## config.mk

```make
export PLATFORM = sky130hd
export DESIGN_NAME = raid_pq_parity_accumulator_unit
export DESIGN_NICKNAME = d
export VERILOG_FILES = /design/src/sv/raidpq_pkg.sv /design/src/sv/raidpq_word_scale.sv /design/src/sv/raid_pq_parity_accumulator_unit.sv
export SDC_FILE = /design/constraint.sdc
export NUM_CORES = 2
export LEC_CHECK = 0
export ABC_CLOCK_PERIOD_IN_PS = 9400
export BUFFER_PORTS_ARGS = -buffer_cell sky130_fd_sc_hd__buf_2
export CAP_MARGIN = 30
export CORE_MARGIN = 3
export CORE_UTILIZATION = 40
export CTS_BUF_LIST = sky130_fd_sc_hd__clkbuf_8
export DETAILED_ROUTE_END_ITERATION = 8
export PLACE_DENSITY = 0.58
export RECOVER_POWER = 25
export REMOVE_ABC_BUFFERS = 1
export SLEW_MARGIN = 20
export SYNTH_ARGS = -nofsm -noshare
export SYNTH_HDL_FRONTEND = slang
export SYNTH_HIERARCHICAL = 1
export SYNTH_SLANG_ARGS = --single-unit
```

## constraint.sdc

```tcl
create_clock -name i_clk -period 9.4 [get_ports i_clk]
set_clock_uncertainty 0.2 [all_clocks]
set_input_delay 0.94 -clock i_clk [delete_from_list [all_inputs] [get_ports i_clk]]
set_output_delay 0.94 -clock i_clk [all_outputs]
set_load 0.01 [all_outputs]
```

## src/sv/raidpq_pkg.sv

```systemverilog
// Shared types and constants for the RAID P/Q parity accumulator.
// Holds the transaction payload structs, mode codes and the GF(2^8) product.
// No dependencies.
package raidpq_pkg;

    localparam int WordBits = 64;
    localparam int ByteBits = 8;
    localparam int IndexBits = 5;
    localparam int ModeBits = 3;

    localparam logic [ModeBits-1:0] MODE_P   = 3'd0;
    localparam logic [ModeBits-1:0] MODE_Q   = 3'd1;
    localparam logic [ModeBits-1:0] MODE_PQ  = 3'd2;
    localparam logic [ModeBits-1:0] MODE_RMW = 3'd3;
    localparam logic [ModeBits-1:0] MODE_QQ  = 3'd4;

    localparam logic [IndexBits-1:0] RMW_P_ONLY_SRC = 5'd2;
    localparam logic [IndexBits-1:0] RMW_Q_ONLY_SRC = 5'd3;
    localparam logic [IndexBits-1:0] RMW_BOTH_SRC   = 5'd4;

    localparam logic [ByteBits-1:0] GF_POLY_LOW = 8'h1D;

    typedef struct packed {
        logic [IndexBits-1:0] source_index;
        logic [WordBits-1:0]  data_word;
        logic [ByteBits-1:0]  coef_a;
        logic [ByteBits-1:0]  coef_b;
        logic                 last_source;
        logic                 last_column;
    } t_in_item;

    typedef struct packed {
        logic [WordBits-1:0] first_parity;
        logic [WordBits-1:0] second_parity;
        logic                stripe_end;
    } t_out_item;

    function automatic logic [ByteBits-1:0] gf_mul(input logic [ByteBits-1:0] x,
                                                   input logic [ByteBits-1:0] y);
        logic [ByteBits-1:0] acc;
        logic [ByteBits-1:0] m;
        acc = '0;
        m   = x;
        for (int b = 0; b < ByteBits; b++) begin
            if (y[b]) begin
                acc = acc ^ m;
            end
            m = m[ByteBits-1] ? ({m[ByteBits-2:0], 1'b0} ^ GF_POLY_LOW)
                              : {m[ByteBits-2:0], 1'b0};
        end
        return acc;
    endfunction

endpackage

```

## src/sv/raidpq_word_scale.sv

```systemverilog
// Byte-wise GF(2^8) scaling of one data word by a coefficient.
// Uses raidpq_pkg for widths and the field product.
module raidpq_word_scale #(
    parameter int WORD_BYTES = 8
) (
    input  logic [raidpq_pkg::WordBits-1:0] i_word,
    input  logic [raidpq_pkg::ByteBits-1:0] i_coef,
    output logic [raidpq_pkg::WordBits-1:0] o_word
);

    localparam int NumBytes = raidpq_pkg::WordBits / raidpq_pkg::ByteBits;

    for (genvar k = 0; k < NumBytes; k++) begin : g_byte
        if (k < WORD_BYTES) begin : g_used
            assign o_word[k*raidpq_pkg::ByteBits +: raidpq_pkg::ByteBits] =
                raidpq_pkg::gf_mul(i_coef,
                                   i_word[k*raidpq_pkg::ByteBits +: raidpq_pkg::ByteBits]);
        end else begin : g_unused
            assign o_word[k*raidpq_pkg::ByteBits +: raidpq_pkg::ByteBits] = '0;
        end
    end

endmodule

```

## src/sv/raid_pq_parity_accumulator_unit.sv

```systemverilog
// A transaction is registered at the input; when last_source is set, its result is registered
// in the output register once that transaction advances past any waiting result.
// Throughput: one transaction per cycle unless the input is stalled; the accumulate and GF multiply sit in one stage.
// A waiting result stalls the input only when the next transaction also ends a column.
// Reset (synchronous, active low) clears both accumulators, the mode and all valid flags.
// Depends on raidpq_pkg and raidpq_word_scale.
module raid_pq_parity_accumulator_unit #(
    parameter int MAX_SOURCES = 32,
    parameter int WORD_BYTES  = 8
) (
    input  logic                             i_clk,
    input  logic                             i_rst_n,
    input  logic                             i_cfg_wr_en,
    input  logic [raidpq_pkg::ModeBits-1:0]  i_cfg_wr_data,
    input  logic                             i_in_valid,
    output logic                             o_in_stall,
    input  raidpq_pkg::t_in_item             i_in_data,
    output logic                             o_out_valid,
    input  logic                             i_out_stall,
    output raidpq_pkg::t_out_item            o_out_data
);

    localparam int W = raidpq_pkg::WordBits;
    localparam logic [8:0] MaxSrc = 9'(MAX_SOURCES);
    localparam logic [W-1:0] WordMask =
        (WORD_BYTES >= 8) ? {W{1'b1}} : ((W'(1) << (8 * WORD_BYTES)) - W'(1));

    logic [raidpq_pkg::ModeBits-1:0] r_mode;
    logic                            r_in_valid;
    raidpq_pkg::t_in_item            r_in;
    logic [W-1:0]                    r_acc_first;
    logic [W-1:0]                    r_acc_second;
    logic                            r_out_valid;
    raidpq_pkg::t_out_item           r_out;

    logic         accept;
    logic         advance;
    logic         in_range;
    logic         add_first;
    logic         add_second;
    logic [W-1:0] data_masked;
    logic [W-1:0] scale_a;
    logic [W-1:0] scale_b;
    logic [W-1:0] contrib_first;
    logic [W-1:0] contrib_second;
    logic [W-1:0] n_acc_first;
    logic [W-1:0] n_acc_second;

    assign data_masked = r_in.data_word & WordMask;

    raidpq_word_scale #(.WORD_BYTES(WORD_BYTES)) u_scale_a (
        .i_word (data_masked),
        .i_coef (r_in.coef_a),
        .o_word (scale_a)
    );

    raidpq_word_scale #(.WORD_BYTES(WORD_BYTES)) u_scale_b (
        .i_word (data_masked),
        .i_coef (r_in.coef_b),
        .o_word (scale_b)
    );

    assign in_range = {4'd0, r_in.source_index} < MaxSrc;

    always_comb begin
        add_first      = 1'b0;
        add_second     = 1'b0;
        contrib_first  = data_masked;
        contrib_second = scale_a;
        unique case (r_mode)
            raidpq_pkg::MODE_P: begin
                add_first = 1'b1;
            end
            raidpq_pkg::MODE_Q: begin
                add_second = 1'b1;
            end
            raidpq_pkg::MODE_PQ: begin
                add_first  = 1'b1;
                add_second = 1'b1;
            end
            raidpq_pkg::MODE_RMW: begin
                add_first  = (r_in.source_index == raidpq_pkg::RMW_P_ONLY_SRC) ||
                             (r_in.source_index >= raidpq_pkg::RMW_BOTH_SRC);
                add_second = r_in.source_index >= raidpq_pkg::RMW_Q_ONLY_SRC;
            end
            raidpq_pkg::MODE_QQ: begin
                add_first      = 1'b1;
                add_second     = 1'b1;
                contrib_first  = scale_a;
                contrib_second = scale_b;
            end
            default: begin
                add_first  = 1'b0;
                add_second = 1'b0;
            end
        endcase
        n_acc_first  = r_acc_first ^ ((add_first && in_range) ? contrib_first : '0);
        n_acc_second = r_acc_second ^ ((add_second && in_range) ? contrib_second : '0);
    end

    assign advance    = r_in_valid && (!r_in.last_source || !r_out_valid || !i_out_stall);
    assign o_in_stall = r_in_valid && !advance;
    assign accept     = i_in_valid && !o_in_stall;

    always_ff @(posedge i_clk) begin
        if (!i_rst_n) begin
            r_mode       <= raidpq_pkg::MODE_P;
            r_in_valid   <= 1'b0;
            r_out_valid  <= 1'b0;
            r_acc_first  <= '0;
            r_acc_second <= '0;
        end else begin
            if (i_cfg_wr_en) begin
                r_mode <= i_cfg_wr_data;
            end
            if (accept) begin
                r_in_valid <= 1'b1;
            end else if (advance) begin
                r_in_valid <= 1'b0;
            end
            if (advance && r_in.last_source) begin
                r_out_valid  <= 1'b1;
                r_acc_first  <= '0;
                r_acc_second <= '0;
            end else begin
                if (!i_out_stall) begin
                    r_out_valid <= 1'b0;
                end
                if (advance) begin
                    r_acc_first  <= n_acc_first;
                    r_acc_second <= n_acc_second;
                end
            end
        end
    end

    always_ff @(posedge i_clk) begin
        if (accept) begin
            r_in <= i_in_data;
        end
        if (advance && r_in.last_source) begin
            if (r_mode == raidpq_pkg::MODE_Q) begin
                r_out.first_parity  <= n_acc_second;
                r_out.second_parity <= '0;
            end else begin
                r_out.first_parity  <= n_acc_first;
                r_out.second_parity <= n_acc_second;
            end
            r_out.stripe_end <= r_in.last_column;
        end
    end

    assign o_out_valid = r_out_valid;
    assign o_out_data  = r_out;

`ifndef SYNTHESIS
    a_clear_after_emit: assert property (@(posedge i_clk) disable iff (!i_rst_n)
        advance && r_in.last_source |=> r_acc_first == '0 && r_acc_second == '0)
        else $error("Accumulators not cleared after a result was emitted.");

    a_emit_sets_valid: assert property (@(posedge i_clk) disable iff (!i_rst_n)
        advance && r_in.last_source |=> o_out_valid)
        else $error("Column end did not produce a valid result.");

    a_stall_needs_item: assert property (@(posedge i_clk) disable iff (!i_rst_n)
        o_in_stall |-> r_in_valid && r_in.last_source && r_out_valid)
        else $error("Input stalled without a blocked column end.");

    a_blocked_end_stalls: assert property (@(posedge i_clk) disable iff (!i_rst_n)
        r_out_valid && i_out_stall && r_in_valid && r_in.last_source |-> o_in_stall)
        else $error("Column end advanced over a waiting result.");
`endif

endmodule
```

==> flow_summary.ini <==
[critical_path]
reg2reg_to = o_out_data[115]$_DFFE_PP_
endpoint_kind = flip-flop
worstPathRequired_ns = 9.58
path_max_fanout = 35
cp-start-kind = flip-flop
rrSetupSlack_ns = 4.68
worst-setup-path-type = flip-flop to flip-flop
worst-r2r-cell-count = 10
crit_start = r_in[6]$_DFFE_PP_
r2r-start = r_in[6]$_DFFE_PP_
arrival_ns = 4.90

[global_routing]
top_usage_layer = met2
grt_usage_pct = 24.7
grt_max_degree = 85
grt_first_pass_wirelength_mm = 151
met3_usage_pct = 3.38
grt_pass1_vias = 24200
met1_usage_pct = 34.6
grtUsageMet2_pct = 39.1
antenna_found_initial = 0
grt-ovfl-total = 0

[synth]
ys_seq_elements = 349
yosysWarningCount = 6
postSynthCellCount = 3723
synth.distinct_cells = 46
syn-cell-area_um2 = 30500
async_flop_share_pct = 0
yosysSeqAreaShare_pct = 30.0
syn_area_per_cell_um2 = 8.20
ys.flop_type = edfxtp_1
synth_edf_count = 216
synth_top_area_share_pct = 22.4
synth.area.top_cells = xnor2_1, edfxtp_1, nand2_1
synth_area_leader_cell = xnor2_1

[layout]
final_common_cell = nand2_1
drive_gt1_share_pct = 12.9
final_cell_mix = nand2_1, xnor2_1, xor2_1, edfxtp_1, o21ai_0
design_area_um2 = 33500
syn_to_final_growth_pct = 9.89
n_fill_cell = 7403
nets = 3862

[sta]
finalMaxSlewViolations = 70
setup_viol = 0
max_slew_margin_pct = -65.9
period_minus_slack_ns = 4.72
max_freq_mhz = 212
finalCritPeriodShare_pct = 50.3
rsz0062_at_grt = no
tightest_slew_ns = 2.49
hold_viol = 0

[clocking]
htreeDepth = 3
cts_hold_buf = 0
cts_setup_buffers = 0
cts-root-buf = clkbuf_8
cts_tree = yes
clockBufferDepth = 3
clkSinkCount = 349
cts.repair.resized = 0
clk_latency_ns = 0.67
path_clk_slew_ns = 0.06
cts_buffers = 68

[min_path]
hold_end = o_out_data[0]$_DFFE_PP_
hold_path_depth = 0
hold_start = r_in[0]$_DFFE_PP_
hp-class = flip-flop to flip-flop

[route]
post-route-drc-count = 0
ant_nets = 0
routed_wl_mm = 100
first_pass_iters = 6
wire_per_inst_um = 20.9
viasPerCell = 5.38
drtIter0Drc = 2368
vias = 25800

[floorplan]
start_util_pct = 40.7
fp.dieW_um = 282
fp-row-count = 100
die_y_um = 282
io_pins = 226
die-area_um2 = 79600
coreArea_um2 = 74900

[outcome]
failed_checks = max-capacitance violations, max-slew violations
outcome = complete, but fails checks

[placed_design]
place.gp.congestion = 0.933
place_area_um2 = 32100
dp_hpwl_mm = 61.2
io_buffers = 225

[power]
leakage_uw = 0.0125
peakVddDrop_mv = 0.0972
finalPower_uw = 6410
powerDensity_nw_per_um2 = 191

[flow_run]
cap_violations = 2
## sequential cells by signal, indices dropped and copies added (netlist names)
signal and flops:
r_in 23, data_masked 64, o_out_valid 1, r_acc_first 64, r_mode 3, r_acc_second 64, r_in_valid 1, o_out_data 129
## synthesized netlist by cell type (4+ instances only)
library cell and number:
a22oi_1 72, nor2b_1 6, buf_2 69, xnor2_1 782
nand2_4 6, buf_4 20, o21ai_0 214, o211ai_1 14
a211oi_1 4, nand2_2 12, xor2_1 224, nand3_1 15
or3_1 128, o22ai_1 12, xor2_2 8, nand2_1 939
xnor2_2 28, buf_6 19, o221ai_1 10, mux2_2 32
nor3_1 14, nand2b_1 14, mux2i_1 157, nor2_1 155
edfxtp_1 216, dfxtp_1 133, a21oi_1 148, nor3_2 18
clkbuf_1 182, xor2_4 4, inv_1 10, buf_1 38
## final cells by class
| class | count | area (µm²) | share of cell area [%] |
|---|---|---|---|
| Clock buffer | 79 | 1090 | 3.24 |
| Sequential cell | 349 | 9150 | 27.3 |
| Antenna cell | 1 | 2.50 | 0.00746 |
| Multi-Input combinational cell | 3036 | 20000 | 59.6 |
| Inverter | 10 | 37.5 | 0.112 |
| Timing Repair Buffer | 302 | 1710 | 5.09 |
| Clock inverter | 44 | 352 | 1.05 |
| Tap cell | 969 | 1210 | 3.62 |
## metrics by stage
stage	setup WS [ns]	instances	setup TNS [ns]	utilization (%)	hold WS [ns]
6_report	4.68	4790	0	44.7	0.221
5_1_grt	4.36	4789	0	44.7	0.212
4_1_cts	4.80	4788	0	44.8	0.177
3_5_place_dp	4.84	4665	0	42.9	0.206
3_3_place_gp	4.85	4660	0	42.7	0.201
2_1_floorplan	-0.853	3395	-103.04	-	0.200
## routing by layer
layer	part of all wire, %	up-vias
li1	-	12200
met1	44	12300
met2	45	1033
met3	7.6	205
met4	3.0	0
met5	0	-
## power breakdown
group / total [µW] / leakage, µW / internal [µW] / switching (µW)
sequential: 1900 / 0.00315 / 1770 / 129
combinational: 2860 / 0.00853 / 1190 / 1660
clock: 1650 / 0.000799 / 934 / 715
## how the worst max path moves through the flow
stage,to,slack (ns),cells past startpoint
floorplan,r_acc_second[0]$_SDFFE_PP0P_,-0.85,3
global placement,o_out_data[21]$_SDFFCE_PP0P_,4.85,11
detailed placement,o_out_data[21]$_SDFFCE_PP0P_,4.84,11
CTS,o_out_data[110]$_DFFE_PP_,4.80,11
global route,r_acc_second[18]$_SDFFE_PP0P_,4.36,6
finish,o_out_data[115]$_DFFE_PP_,4.68,10
## worst max-delay path: stages (launching register included)
cell      delay, ns
edfxtp_1       0.84
buf_4          0.65
xor2_2         0.41
xnor2_1        0.88
nand2_1        0.17
xnor2_1        0.25
xnor2_1        0.16
xnor2_1        0.12
a22oi_1        0.37
xor2_1         0.25
mux2i_1        0.10
## kinds of logic (layout without fill, tap and decap cells)
group	after synthesis	after routing	synth area share, %
AO/OA/AOI/OAI	482	482	8.90
XOR/XNOR	1048	1048	31.3
buffers and inverters	338	435	5.15
flip-flops	349	349	30.0
multiplexers	189	189	6.33
other	0	1	0
AND/OR/NAND/NOR	1317	1317	18.3
Note: power is estimated with default switching activity, not from simulation.
